**src/rtl/upe_pkg.sv**
```systemverilog
package upe_pkg;

  // Field widths
  localparam int unsigned CpW      = 21;
  localparam int unsigned SelW     = 3;
  localparam int unsigned ByteW    = 8;
  localparam int unsigned MaxBytes = 4;

  localparam logic [CpW-1:0] MaxCodePoint = 21'h10FFFF;

  // Percent-encode set selector codes; codes above SetUserinfo act as userinfo
  localparam logic [SelW-1:0] SetC0       = 3'd0;
  localparam logic [SelW-1:0] SetFragment = 3'd1;
  localparam logic [SelW-1:0] SetQuery    = 3'd2;
  localparam logic [SelW-1:0] SetPath     = 3'd3;
  localparam logic [SelW-1:0] SetUserinfo = 3'd4;

  // Default depth of the queue between front and back
  localparam int unsigned FifoDepthDef = 4;

  // Characters
  localparam logic [ByteW-1:0] ChPercent   = 8'h25;
  localparam logic [ByteW-1:0] ChDigit0    = 8'h30;
  localparam logic [ByteW-1:0] ChUpperBase = 8'h37;  // 'A' minus ten
  localparam logic [ByteW-1:0] ChSpace     = 8'h20;
  localparam logic [ByteW-1:0] ChTilde     = 8'h7E;

  // One classified code point: UTF-8 bytes, which of them get encoded
  typedef struct packed {
    logic                             bad;
    logic [1:0]                       last_idx;
    logic [MaxBytes-1:0]              enc;
    logic [MaxBytes-1:0][ByteW-1:0]   bytes;
  } upe_entry_t;

  // Membership of a byte in the selected percent-encode set
  function automatic logic in_set(input logic [ByteW-1:0] b, input logic [SelW-1:0] sel);
    logic c0;
    logic base;
    logic frag;
    logic query;
    logic path;
    logic user;
    c0    = (b < ChSpace) || (b > ChTilde);
    base  = c0 || (b == 8'h20) || (b == 8'h22) || (b == 8'h3C) || (b == 8'h3E);
    frag  = base || (b == 8'h60);
    query = base || (b == 8'h23);
    path  = query || (b == 8'h3F) || (b == 8'h60) || (b == 8'h7B) || (b == 8'h7D);
    user  = path || (b == 8'h2F) || (b == 8'h3A) || (b == 8'h3B) || (b == 8'h3D) ||
            (b == 8'h40) || (b == 8'h5B) || (b == 8'h5C) || (b == 8'h5D) ||
            (b == 8'h5E) || (b == 8'h7C);
    case (sel)
      SetC0:       return c0;
      SetFragment: return frag;
      SetQuery:    return query;
      SetPath:     return path;
      default:     return user;
    endcase
  endfunction

  // Uppercase hex digit for a nibble
  function automatic logic [ByteW-1:0] hex_char(input logic [3:0] n);
    if (n < 4'd10) begin
      return ChDigit0 + {4'b0000, n};
    end else begin
      return ChUpperBase + {4'b0000, n};
    end
  endfunction

endpackage

```
**src/rtl/upe_if.sv**
```systemverilog
// Code point channel
interface upe_in_if;
  logic                        valid;
  logic                        ready;
  logic [upe_pkg::CpW-1:0]     code_point;
  logic [upe_pkg::SelW-1:0]    encode_set;

  modport source (output valid, output code_point, output encode_set, input ready);
  modport sink   (input valid, input code_point, input encode_set, output ready);
endinterface

// Encoded byte channel
interface upe_out_if;
  logic                        valid;
  logic                        ready;
  logic [upe_pkg::ByteW-1:0]   out_byte;
  logic                        last_byte;
  logic                        bad_code_point;

  modport source (output valid, output out_byte, output last_byte, output bad_code_point,
                  input ready);
  modport sink   (input valid, input out_byte, input last_byte, input bad_code_point,
                  output ready);
endinterface

```
**src/rtl/upe_front.sv**
```systemverilog
module upe_front (
  upe_in_if.sink              in_i,
  output logic                wr_valid_o,
  output upe_pkg::upe_entry_t wr_entry_o,
  input  logic                wr_ready_i
);

  logic [upe_pkg::CpW-1:0]  cp;
  logic [upe_pkg::SelW-1:0] sel;
  upe_pkg::upe_entry_t      entry;

  assign cp  = in_i.code_point;
  assign sel = in_i.encode_set;

  // Split the code point into UTF-8 bytes and mark the ones to encode
  always_comb begin
    entry          = '0;
    entry.bad      = (cp > upe_pkg::MaxCodePoint);
    if (cp < 21'h80) begin
      entry.bytes[0] = cp[7:0];
      entry.last_idx = 2'd0;
    end else if (cp < 21'h800) begin
      entry.bytes[0] = {3'b110, cp[10:6]};
      entry.bytes[1] = {2'b10, cp[5:0]};
      entry.last_idx = 2'd1;
    end else if (cp < 21'h10000) begin
      entry.bytes[0] = {4'b1110, cp[15:12]};
      entry.bytes[1] = {2'b10, cp[11:6]};
      entry.bytes[2] = {2'b10, cp[5:0]};
      entry.last_idx = 2'd2;
    end else begin
      entry.bytes[0] = {5'b11110, cp[20:18]};
      entry.bytes[1] = {2'b10, cp[17:12]};
      entry.bytes[2] = {2'b10, cp[11:6]};
      entry.bytes[3] = {2'b10, cp[5:0]};
      entry.last_idx = 2'd3;
    end
    for (int i = 0; i < upe_pkg::MaxBytes; i++) begin
      entry.enc[i] = upe_pkg::in_set(entry.bytes[i], sel);
    end
  end

  // Push into the queue whenever it has room
  assign in_i.ready = wr_ready_i;
  assign wr_valid_o = in_i.valid;
  assign wr_entry_o = entry;

endmodule

```
**src/rtl/upe_fifo.sv**
```systemverilog
module upe_fifo #(
  parameter int unsigned Depth = upe_pkg::FifoDepthDef
) (
  input  logic                clk_i,
  input  logic                rst_ni,
  input  logic                wr_valid_i,
  output logic                wr_ready_o,
  input  upe_pkg::upe_entry_t wr_data_i,
  output logic                rd_valid_o,
  input  logic                rd_ready_i,
  output upe_pkg::upe_entry_t rd_data_o
);

  localparam int unsigned AW = (Depth > 1) ? $clog2(Depth) : 1;
  localparam int unsigned CW = $clog2(Depth + 1);
  localparam logic [AW-1:0] LastPtr = AW'(Depth - 1);
  localparam logic [CW-1:0] Full    = CW'(Depth);

  upe_pkg::upe_entry_t mem_q [Depth];
  logic [AW-1:0] wr_ptr_q, rd_ptr_q;
  logic [CW-1:0] count_q;
  logic          push, pop;

  assign wr_ready_o = (count_q != Full);
  assign rd_valid_o = (count_q != '0);
  assign rd_data_o  = mem_q[rd_ptr_q];
  assign push       = wr_valid_i && wr_ready_o;
  assign pop        = rd_valid_o && rd_ready_i;

  // Store entries
  always_ff @(posedge clk_i) begin
    if (push) begin
      mem_q[wr_ptr_q] <= wr_data_i;
    end
  end

  // Advance pointers and track fill level
  always_ff @(posedge clk_i or negedge rst_ni) begin
    if (!rst_ni) begin
      wr_ptr_q <= '0;
      rd_ptr_q <= '0;
      count_q  <= '0;
    end else begin
      if (push) begin
        wr_ptr_q <= (wr_ptr_q == LastPtr) ? '0 : wr_ptr_q + 1'b1;
      end
      if (pop) begin
        rd_ptr_q <= (rd_ptr_q == LastPtr) ? '0 : rd_ptr_q + 1'b1;
      end
      if (push && !pop) begin
        count_q <= count_q + 1'b1;
      end else if (pop && !push) begin
        count_q <= count_q - 1'b1;
      end
    end
  end

endmodule

```
**src/rtl/upe_back.sv**
```systemverilog
module upe_back (
  input  logic                clk_i,
  input  logic                rst_ni,
  input  logic                rd_valid_i,
  output logic                rd_ready_o,
  input  upe_pkg::upe_entry_t rd_data_i,
  upe_out_if.source           out_o
);

  typedef enum logic [1:0] {
    PhMark,
    PhHi,
    PhLo
  } phase_e;

  upe_pkg::upe_entry_t         cur_q;
  logic                        cur_valid_q;
  logic [1:0]                  idx_q;
  phase_e                      ph_q;
  logic                        out_valid_q;
  logic [upe_pkg::ByteW-1:0]   out_byte_q;
  logic                        out_last_q;
  logic                        out_bad_q;

  logic                        load_out, step, cur_enc, byte_done, item_done, pop;
  logic [upe_pkg::ByteW-1:0]   cur_b, nxt_byte;

  assign load_out  = !out_valid_q || out_o.ready;
  assign step      = cur_valid_q && load_out;
  assign cur_enc   = cur_q.enc[idx_q];
  assign cur_b     = cur_q.bytes[idx_q];
  assign byte_done = cur_q.bad || !cur_enc || (ph_q == PhLo);
  assign item_done = byte_done && (cur_q.bad || (idx_q == cur_q.last_idx));
  assign rd_ready_o = !cur_valid_q || (step && item_done);
  assign pop       = rd_valid_i && rd_ready_o;

  // Pick the byte for the current position
  always_comb begin
    if (cur_q.bad) begin
      nxt_byte = '0;
    end else if (!cur_enc) begin
      nxt_byte = cur_b;
    end else begin
      case (ph_q)
        PhMark:  nxt_byte = upe_pkg::ChPercent;
        PhHi:    nxt_byte = upe_pkg::hex_char(cur_b[7:4]);
        default: nxt_byte = upe_pkg::hex_char(cur_b[3:0]);
      endcase
    end
  end

  // Walk bytes and phases, load the output register
  always_ff @(posedge clk_i or negedge rst_ni) begin
    if (!rst_ni) begin
      cur_q       <= '0;
      cur_valid_q <= 1'b0;
      idx_q       <= '0;
      ph_q        <= PhMark;
      out_valid_q <= 1'b0;
      out_byte_q  <= '0;
      out_last_q  <= 1'b0;
      out_bad_q   <= 1'b0;
    end else begin
      if (pop) begin
        cur_q       <= rd_data_i;
        cur_valid_q <= 1'b1;
        idx_q       <= '0;
        ph_q        <= PhMark;
      end else if (step && item_done) begin
        cur_valid_q <= 1'b0;
      end else if (step) begin
        if (byte_done) begin
          idx_q <= idx_q + 1'b1;
          ph_q  <= PhMark;
        end else if (ph_q == PhMark) begin
          ph_q <= PhHi;
        end else begin
          ph_q <= PhLo;
        end
      end
      if (load_out) begin
        out_valid_q <= step;
      end
      if (step) begin
        out_byte_q <= nxt_byte;
        out_last_q <= item_done;
        out_bad_q  <= cur_q.bad;
      end
    end
  end

  assign out_o.valid          = out_valid_q;
  assign out_o.out_byte       = out_byte_q;
  assign out_o.last_byte      = out_last_q;
  assign out_o.bad_code_point = out_bad_q;

endmodule

```
**src/rtl/url_percent_encoder_unit.sv**
```systemverilog
// URL percent-encoder.
// in_i carries one beat per code point: code_point (21 bits) and encode_set
// (0 C0 control, 1 fragment, 2 query, 3 path, 4 to 7 userinfo).
// out_o carries one beat per output byte: out_byte, last_byte on the final
// beat of a code point, and bad_code_point on the single beat that stands
// for a code point above 0x10FFFF (out_byte 0, last_byte 1).
// A code point turns into 1 to 12 beats: each of its 1 to 4 UTF-8 bytes
// goes out as itself or as '%' plus two uppercase hex digits.
// An accepted code point goes through the queue, the back end's current
// entry register and the output register on its way to out_o. While out_o
// is ready, the back end sends one byte per cycle, so single-byte code
// points flow at one per cycle. The front end classifies a code point in
// the cycle it is taken and parks it in a FifoDepth entry queue, so input
// keeps flowing while the back end works through longer expansions.
// When out_o stalls, the output beat holds and the queue fills; in_i.ready
// drops once the queue is full.
// Reset empties the queue and clears the output register; no setup needed.
module url_percent_encoder_unit #(
  parameter int unsigned FifoDepth = upe_pkg::FifoDepthDef
) (
  input  logic      clk_i,
  input  logic      rst_ni,
  upe_in_if.sink    in_i,
  upe_out_if.source out_o
);

  logic                wr_valid, wr_ready, rd_valid, rd_ready;
  upe_pkg::upe_entry_t wr_entry, rd_entry;

  // Classify incoming code points
  upe_front u_front (
    .in_i       (in_i),
    .wr_valid_o (wr_valid),
    .wr_entry_o (wr_entry),
    .wr_ready_i (wr_ready)
  );

  // Decouple front and back
  upe_fifo #(
    .Depth (FifoDepth)
  ) u_fifo (
    .clk_i      (clk_i),
    .rst_ni     (rst_ni),
    .wr_valid_i (wr_valid),
    .wr_ready_o (wr_ready),
    .wr_data_i  (wr_entry),
    .rd_valid_o (rd_valid),
    .rd_ready_i (rd_ready),
    .rd_data_o  (rd_entry)
  );

  // Emit bytes one per beat
  upe_back u_back (
    .clk_i      (clk_i),
    .rst_ni     (rst_ni),
    .rd_valid_i (rd_valid),
    .rd_ready_o (rd_ready),
    .rd_data_i  (rd_entry),
    .out_o      (out_o)
  );

endmodule

```
**src/flat_wrapper.sv**
```systemverilog
// flat-port wrapper written by rule: the top's interface ports become plain ports
module url_percent_encoder_unit_flat 
#(
  parameter int unsigned FifoDepth = upe_pkg::FifoDepthDef
)
  (clk_i, rst_ni, in_i_valid, in_i_code_point, in_i_encode_set, in_i_ready, out_o_valid, out_o_out_byte, out_o_last_byte, out_o_bad_code_point, out_o_ready);
  upe_in_if in_i_i ();
  upe_out_if out_o_i ();
  input  logic clk_i;
  input  logic rst_ni;
  input wire logic [$bits(in_i_i.valid)-1:0] in_i_valid;
  input wire logic [$bits(in_i_i.code_point)-1:0] in_i_code_point;
  input wire logic [$bits(in_i_i.encode_set)-1:0] in_i_encode_set;
  output wire logic [$bits(in_i_i.ready)-1:0] in_i_ready;
  output wire logic [$bits(out_o_i.valid)-1:0] out_o_valid;
  output wire logic [$bits(out_o_i.out_byte)-1:0] out_o_out_byte;
  output wire logic [$bits(out_o_i.last_byte)-1:0] out_o_last_byte;
  output wire logic [$bits(out_o_i.bad_code_point)-1:0] out_o_bad_code_point;
  input wire logic [$bits(out_o_i.ready)-1:0] out_o_ready;
  assign in_i_i.valid = in_i_valid;
  assign in_i_i.code_point = in_i_code_point;
  assign in_i_i.encode_set = in_i_encode_set;
  assign in_i_ready = in_i_i.ready;
  assign out_o_valid = out_o_i.valid;
  assign out_o_out_byte = out_o_i.out_byte;
  assign out_o_last_byte = out_o_i.last_byte;
  assign out_o_bad_code_point = out_o_i.bad_code_point;
  assign out_o_i.ready = out_o_ready;
  url_percent_encoder_unit #(.FifoDepth(FifoDepth)) u_core (.clk_i(clk_i), .rst_ni(rst_ni), .in_i(in_i_i), .out_o(out_o_i));
endmodule
```
**config.mk**
```make
export PLATFORM = sky130hd
export DESIGN_NAME = url_percent_encoder_unit_flat
export DESIGN_NICKNAME = d
export VERILOG_FILES = /design/src/rtl/upe_pkg.sv /design/src/rtl/upe_if.sv /design/src/rtl/upe_front.sv /design/src/rtl/upe_fifo.sv /design/src/rtl/upe_back.sv /design/src/rtl/url_percent_encoder_unit.sv /design/src/flat_wrapper.sv
export SDC_FILE = /design/constraint.sdc
export NUM_CORES = 1
export LEC_CHECK = 0
export BUFFER_PORTS_ARGS = -buffer_cell sky130_fd_sc_hd__buf_2
export CAP_MARGIN = 20
export CORE_MARGIN = 10
export CORE_UTILIZATION = 60
export DETAILED_ROUTE_END_ITERATION = 6
export PLACE_DENSITY = 0.78
export SYNTH_ARGS = -nofsm -noshare
export SYNTH_HDL_FRONTEND = slang
export SYNTH_SLANG_ARGS = --single-unit
```
**constraint.sdc**
```tcl
create_clock -name clk_i -period 4.3 [get_ports clk_i]
set_clock_uncertainty 0.15 [all_clocks]
set_input_delay 0.215 -clock clk_i [delete_from_list [all_inputs] [get_ports clk_i]]
set_output_delay 0.215 -clock clk_i [all_outputs]
set_load 0.01 [all_outputs]
```
=== Yosys cells after proc, flatten, opt, wreduce, memory -nomap -nowiden ===
Memory sizes are Yosys's and may differ from the RTL's. A register that Yosys moved wholly into a read port is not among the register bits.
Index checks and enable logic that the tools add are counted.

* Reductions and logical operators: 111
* $lt $le $gt $ge: 15
* Equal/unequal tests: 86
* Add/subtract/negate cells: 9
* Mux-type cells: 39

{| class="wikitable"
|+ Operators by type and width
! cell !! count
|-
| 8-bit by 6-bit equality test with 1-bit output (second input constant) || 40
|-
| 8-bit by 7-bit equality test with 1-bit output (second input constant) || 36
|-
| 1-bit logical OR || 89
|-
| 8-bit 2-to-1 mux || 5
|-
| 8-bit by 7-bit greater-than comparator with 1-bit output (second input constant) || 4
|-
| 8-bit by 6-bit < comparator with 1-bit output (second input constant) || 4
|-
| 16-bit 2-to-1 mux || 2
|-
| 6-bit by 4-bit adder with 7-bit output (first input constant) || 4
|-
| 2-bit 2-to-1 mux || 13
|-
| 24-bit 2-to-1 mux || 1
|-
| 22-bit 2-to-1 mux || 1
|-
| 21-bit greater-than comparator (second input constant) || 1
|-
| 21-bit by 12-bit < comparator with 1-bit output (second input constant) || 1
|-
| 21-bit by 17-bit < comparator with 1-bit output (second input constant) || 1
|-
| 21-bit by 8-bit < comparator with 1-bit output (second input constant) || 1
|-
| 8-bit binary-select mux with 2-bit select || 1
|-
| 1-bit case mux with 4 select lines || 4
|-
| 7-bit 2-to-1 mux || 2
|-
| 7-bit case mux with 2 select lines || 1
|-
| 4-bit < comparator (second input constant) || 2
|-
| 2-bit nonzero test || 4
|-
| 1-bit logical AND || 7
|-
| 2-bit by 1-bit adder with 2-bit output (second input constant) || 3
|-
| 2-bit equality test (second input constant) || 3
|-
| 18 further kinds || 30
|}

* Input port bits: 28
* Register bits after elaboration: 23
* RAM bits: 156
* Output and inout port bits: 12
* Memories: 1

{| class="wikitable"
|+ Memories
! memory !! words !! width !! read ports !! clocked after Yosys merged registers in !! wr ports !! line !! text
|-
| u_core.u_fifo.mem_q || 4 || 39 || 1 || 1 || 1 || upe_fifo.sv:19 || <nowiki>upe_pkg::upe_entry_t mem_q [Depth];</nowiki>
|}

=== Logic depth before layout (Yosys ltp) ===
* Depth in word-level cells: 26
* Depth in mapped cells: 13
* Mapped depth without buffers: 12

=== Cells and area by module ===
A second synthesis with hierarchy kept.

* Cell total of the unflattened synthesis: 594
* Area total of the unflattened synthesis: 9779.4 µm²

{| class="wikitable"
|+ Modules (own cells, without submodules)
! module !! times used !! cells an instance !! area an instance (µm²) !! sequential area each (µm²)
|-
| upe_fifo || 1 || 241 || 6114.6 || 4859.7
|-
| upe_back || 1 || 213 || 2681.3 || 1376.3
|-
| upe_front || 1 || 140 || 983.4 || 0.0
|}

=== Least setup slack after synthesis ===
OpenSTA, ideal clock, no wires.

* Kind: input to register
* Start: in in_i_code_point[9]
* End: mem u_core.u_fifo.mem_q[0][32] (netlist name), data pin
* Cell stages on the path: 9
* Buffers on the path: 1
* Data arrival time: 2693 ps
* Required time: 3875 ps
* Setup slack: 1182 ps
* Cell sequence: clkbuf_1 -> nor4_1 -> mux2i_1 -> o21a_1 -> inv_1 -> and4_1 -> a221oi_2 -> a21bo_1 -> a2111o_1

{| class="wikitable"
|+ RTL lines
! what !! line !! text
|-
| start, declared || flat_wrapper.sv:12 || <nowiki>input wire logic [$bits(in_i_i.code_point)-1:0] in_i_code_point;</nowiki>
|-
| end, declared || upe_fifo.sv:19 ||
|}

=== Final worst setup path ===
* Start: reg u_core.u_back.idx_q[1]
* End: reg u_core.u_fifo.count_q[2]

* Word-level cells in the longest chain between the ends: 12

{| class="wikitable"
|+ Ends and longest elaborated chain
! what !! line !! text
|-
| start, declared || upe_back.sv:18 || <nowiki>logic [1:0] idx_q;</nowiki>
|-
| start signal, assigned || upe_back.sv:73 || <nowiki>idx_q <= idx_q + 1'b1;</nowiki>
|-
| 1-bit binary-select mux with 2-bit select || upe_back.sv:30 || <nowiki>assign cur_enc = cur_q.enc[idx_q];</nowiki>
|-
| 1-bit 2-to-1 mux (not written as such) || upe_back.sv:30 ||
|-
| 1-bit zero test || n/a ||
|-
| 1-bit logical OR (2 in a row) || upe_back.sv:32 || <nowiki>assign byte_done = cur_q.bad || !cur_enc || (ph_q == PhLo);</nowiki>
|-
| 1-bit logical AND * || upe_back.sv:33 || <nowiki>assign item_done = byte_done && (cur_q.bad || (idx_q == cur_q.last_idx));</nowiki>
|-
| 1-bit logical AND * || upe_back.sv:34 || <nowiki>assign rd_ready_o = !cur_valid_q || (step && item_done);</nowiki>
|-
| 1-bit logical OR * || upe_back.sv:34 ||
|-
| 1-bit logical AND * || upe_fifo.sv:28 || <nowiki>assign pop = rd_valid_o && rd_ready_i;</nowiki>
|-
| 1-bit zero test || upe_fifo.sv:50 || <nowiki>if (push && !pop) begin</nowiki>
|-
| 1-bit logical AND || upe_fifo.sv:50 ||
|-
| 3-bit 2-to-1 mux / 2-bit nonzero test (equally long branches) || n/a ||
|-
| end signal, assigned || upe_fifo.sv:51 || <nowiki>count_q <= count_q + 1'b1;</nowiki>
|-
| end signal, assigned || upe_fifo.sv:53 || <nowiki>count_q <= count_q - 1'b1;</nowiki>
|-
| end, declared || upe_fifo.sv:21 || <nowiki>logic [CW-1:0] count_q;</nowiki>
|}

Every way passes the cells marked *; elsewhere a longest branch is shown, timed or not. The select of a mux whose other input is x is not followed.
A chain may end at the register's enable or synchronous reset.

==> metrics.yaml <==
grt_pass1_wl_um: 30100
final_cell_area_um2: 9780
cpMaxStageDelayCell: "sky130_fd_sc_hd__dfrtp_1"
cts.htree.levels: 4
critical_path.startpoint_type: "flop"
worst_hold_startpoint: "in_i_code_point[2]"
drt-pass1-iter-count: 5
drt-wirelength-per-cell_um: 21.0
slew_of_the_pin_with_the_lowest_slew_margin_ns: 0.980
p_per_area_nw_per_um2: 699
die_area_um2: 19700
grt_util_met3_pct: 4.80
ir_worst_vdd_v: 0.000351
vias: 5325
core_occupancy_in_the_finished_layout_pct: 69.7
report.final.hold_viol_count: 0
synth-warning-count: 0
critical_path_arrival_ns: 3.49
avgSynthCellArea_um2: 13.9
holdCritPathClass: "primary input to flop"
vias_cell: 6.08
crit_buf_inv: 2
synth.ff_latch_count: 198
critPathKind: "flop to flop"
antenna_violations_before_repair: 0
grt_pass1_vias: 5508
placement.setup.worst_slack_ns: 0.900
finalSetupViolations: 0
crit_path_max_fanout: 12
cts.sinks: 198
nFillCells: 931
dpl.cell_count: 842
synthFlopType: "sky130_fd_sc_hd__edfxtp_1"
io_pins: 40
placement_rows: 43
ys_async_rst_share_pct: 29.3
required_time_reported_for_the_critical_path_endpoint_ns: 4.50
grt_overflow: 0
grt_max_degree: 59
die_x_um: 141
num-nets-final: 720
report.final.slew_viol_count: 0
synth.cell_area_um2: 8710
cts.path.max_buffers: 2
area_growth_from_synthesis_to_layout_pct: 12.3
timing.critical_path.cells: "mux4_2, o21ai_0, a31oi_1, o21ai_0, and2_1, inv_1, ha_1, inv_1, fa_1, xor2_1, nor2_1, xor2_1"
outcome: "complete, no violations"
maxClockFrequency_mhz: 304
power.static_leakage_nw: 3.68
placeableCoreArea_um2: 14000
drive_above_1_share_pct: 19.5
clk_transition_reported_paths_ns: 0.07
multi_input_comb_area_um2: 2920
worst_setup_path_end_kind: "flop"
grt.total_usage_pct: 19.5
globalRouteMet1Util_pct: 25.7
dp_hpwl_um: 12000
antenna_cells: 0
clockRootBuffer: "sky130_fd_sc_hd__clkbuf_16"
routed_wl_um: 18400
largest_delay_share_family_worst_path: "flip-flops"
synth_top_cell_by_area: "sky130_fd_sc_hd__edfxtp_1"
totalNegativeSetupSlack_ns: 0
register_area_share_after_synthesis_pct: 64.9
worst_slack_ns: 1.01
port_buffers: 39
synthesis.instances: 627
drt-initial-drc-count: 593
gr-max-usage-layer: "met2"
tritoncts: "done"
synth_edf_count: 140
timing.critical_path.from: "u_core.u_back.idx_q[1]"
final-instance-count-excl-fill: 876
netlist_top_cells_area: "sky130_fd_sc_hd__edfxtp_1 (48%), sky130_fd_sc_hd__dfrtp_1 (17%), sky130_fd_sc_hd__mux4_2 (11%)"
fp.dieH_um: 141
grt.met2_usage_pct: 30.9
crit-reg2reg-launch: "u_core.u_back.idx_q[1]"
synth_top_area_share_pct: 48.2
grt_setup_unrepaired: "no"
timing.critical_path.slowest_cell_delay_ns: 0.67
cts-resized-gates: 0
placed_area_um2: 9160
drtAntennaViolNets: 0
routabilityCongestion: 0.940
post_synthesis_cell_type_count: 64
post-route-min-period_ns: 3.29
area.sequential_um2: 5660
portion_of_the_clock_cycle_consumed_by_the_worst_path_in_the_final_layout_pct: 76.4
worst_skew_pair.late_latency_ns: 0.43
starting_utilization_of_the_core_area_pct: 62.1
cap_viol_max_count: 0
drt_drc_violations_left: 0
relative_slew_slack_pct: 34.0
numCtsBuffers: 17
-- flip-flops by register name (all words and copies together), names as in the netlist --
register / count
u_core.u_back.cur_q: 35
u_core.u_back.cur_valid_q: 1
u_core.u_back.idx_q: 2
u_core.u_back.out_o.bad_code_point: 1
u_core.u_back.out_o.last_byte: 1
u_core.u_back.out_o.out_byte: 8
u_core.u_back.out_o.valid: 1
u_core.u_back.ph_q: 2
u_core.u_fifo.count_q: 3
u_core.u_fifo.mem_q: 140
u_core.u_fifo.rd_ptr_q: 2
u_core.u_fifo.wr_ptr_q: 2
-- worst reg2reg max path, stage by stage (launching register included) --
cell and delay, ns:
sky130_fd_sc_hd__dfrtp_1 0.67, sky130_fd_sc_hd__mux4_2 0.44, sky130_fd_sc_hd__o21ai_0 0.17, sky130_fd_sc_hd__a31oi_1 0.26, sky130_fd_sc_hd__o21ai_0 0.15, sky130_fd_sc_hd__and2_1 0.20
sky130_fd_sc_hd__inv_1 0.07, sky130_fd_sc_hd__ha_1 0.18, sky130_fd_sc_hd__inv_1 0.07, sky130_fd_sc_hd__fa_1 0.43, sky130_fd_sc_hd__xor2_1 0.15, sky130_fd_sc_hd__nor2_1 0.12
sky130_fd_sc_hd__xor2_1 0.15
-- power breakdown --
| part | internal (W) | switching (W) |
|---|---|---|
| logic | 0.000972 | 0.00137 |
| registers | 0.00260 | 0.000296 |
| clock network | 0.000920 | 0.000678 |
-- metrics by stage --
| step | total power (W) | hold slack, ns |
|---|---|---|
| floorplan | 0.00456 | -0.231 |
| global placement | 0.00512 | 0.247 |
| detailed placement | 0.00525 | 0.258 |
| CTS | 0.00688 | 0.0685 |
| global route | 0.00725 | 0.0898 |
| finish | 0.00684 | 0.0868 |
-- cell type report --
| type | instances | area share, % |
|---|---|---|
| clock buffers | 18 | 4.39 |
| clock inverters | 14 | 1.77 |
| inverters | 22 | 0.870 |
| multi-input cells | 392 | 29.8 |
| flip-flops and latches | 198 | 57.8 |
| well taps | 180 | 2.30 |
| repair buffers | 52 | 3.04 |
-- Yosys cell counts (2+ instances only) --
master	instances
sky130_fd_sc_hd__edfxtp_1	140
sky130_fd_sc_hd__nand2_1	133
sky130_fd_sc_hd__dfrtp_1	58
sky130_fd_sc_hd__mux4_2	43
sky130_fd_sc_hd__o21ai_0	31
sky130_fd_sc_hd__nor2_1	30
sky130_fd_sc_hd__clkbuf_1	21
sky130_fd_sc_hd__inv_1	20
sky130_fd_sc_hd__a21oi_1	11
sky130_fd_sc_hd__nand3_1	9
sky130_fd_sc_hd__ha_1	8
sky130_fd_sc_hd__nor3_1	8
sky130_fd_sc_hd__and2_1	7
sky130_fd_sc_hd__and3_1	7
sky130_fd_sc_hd__a22o_1	6
sky130_fd_sc_hd__nor4_1	6
sky130_fd_sc_hd__a211oi_1	5
sky130_fd_sc_hd__xnor2_1	5
sky130_fd_sc_hd__a31oi_1	4
sky130_fd_sc_hd__buf_1	4
sky130_fd_sc_hd__mux2i_1	4
sky130_fd_sc_hd__nor4b_1	4
sky130_fd_sc_hd__o21bai_1	4
sky130_fd_sc_hd__xor2_1	4
sky130_fd_sc_hd__nand2b_1	3
sky130_fd_sc_hd__nand4_1	3
sky130_fd_sc_hd__or3_1	3
sky130_fd_sc_hd__a21o_1	2
sky130_fd_sc_hd__a221oi_1	2
sky130_fd_sc_hd__a22oi_1	2
sky130_fd_sc_hd__a32oi_1	2
sky130_fd_sc_hd__mux2_2	2
sky130_fd_sc_hd__nor2b_1	2
sky130_fd_sc_hd__o22ai_1	2
sky130_fd_sc_hd__o41ai_1	2
sky130_fd_sc_hd__or4_1	2
-- cell usage in the layout (no fill, tap or decap), drive strengths merged, types with 5 or more instances in the layout --
cell type,instances
buf,50
and2,8
xnor2,5
dfrtp,58
ha,8
nand3,9
a22o,6
conb,12
nor2,31
nand2,133
inv,26
edfxtp,140
a211oi,5
clkbuf,18
o21ai,32
nor4,8
and3,7
nor3,8
mux4,43
a21oi,11
-- routing by layer --
layer	up-vias	routed length, µm
met4	0	295
met3	25	1300
li1	2445	-
met1	2657	7780
met5	-	0
met2	198	9030
-- timing repair --
action	4_1_cts	5_1_grt
hold buffers	2	0
endpoints found under the hold margin	59	0
setup buffers	0	0
-- final timing paths --
check	end	slack [ns]	cells past startpoint
setup / recovery	u_core.u_fifo.count_q[2]	1.01	12
hold / removal	u_core.u_fifo.mem_q[1][18]	0.09	2
setup reg to reg	u_core.u_fifo.count_q[2]	1.01	12
hold reg to reg	u_core.u_back.out_o.out_byte[6]	0.32	2
max in group asynchronous	u_core.u_fifo.rd_ptr_q[0]	3.18	3
min in group asynchronous	u_core.u_back.cur_q[26]	0.31	3
-- logic make-up (layout without fill, tap and decap cells) --
family	Yosys count	count (layout)	share of synthesized area, %
flops	198	198	64.9
xor+xnor	9	9	0.905
compound gates	87	87	6.96
simple gates	226	226	11.9
fa+ha+maj	9	9	1.38
other cells	1	12	0.0430
mux	49	49	11.8
buf+inv	48	106	2.11
Note: power is estimated with default switching activity, not from simulation.
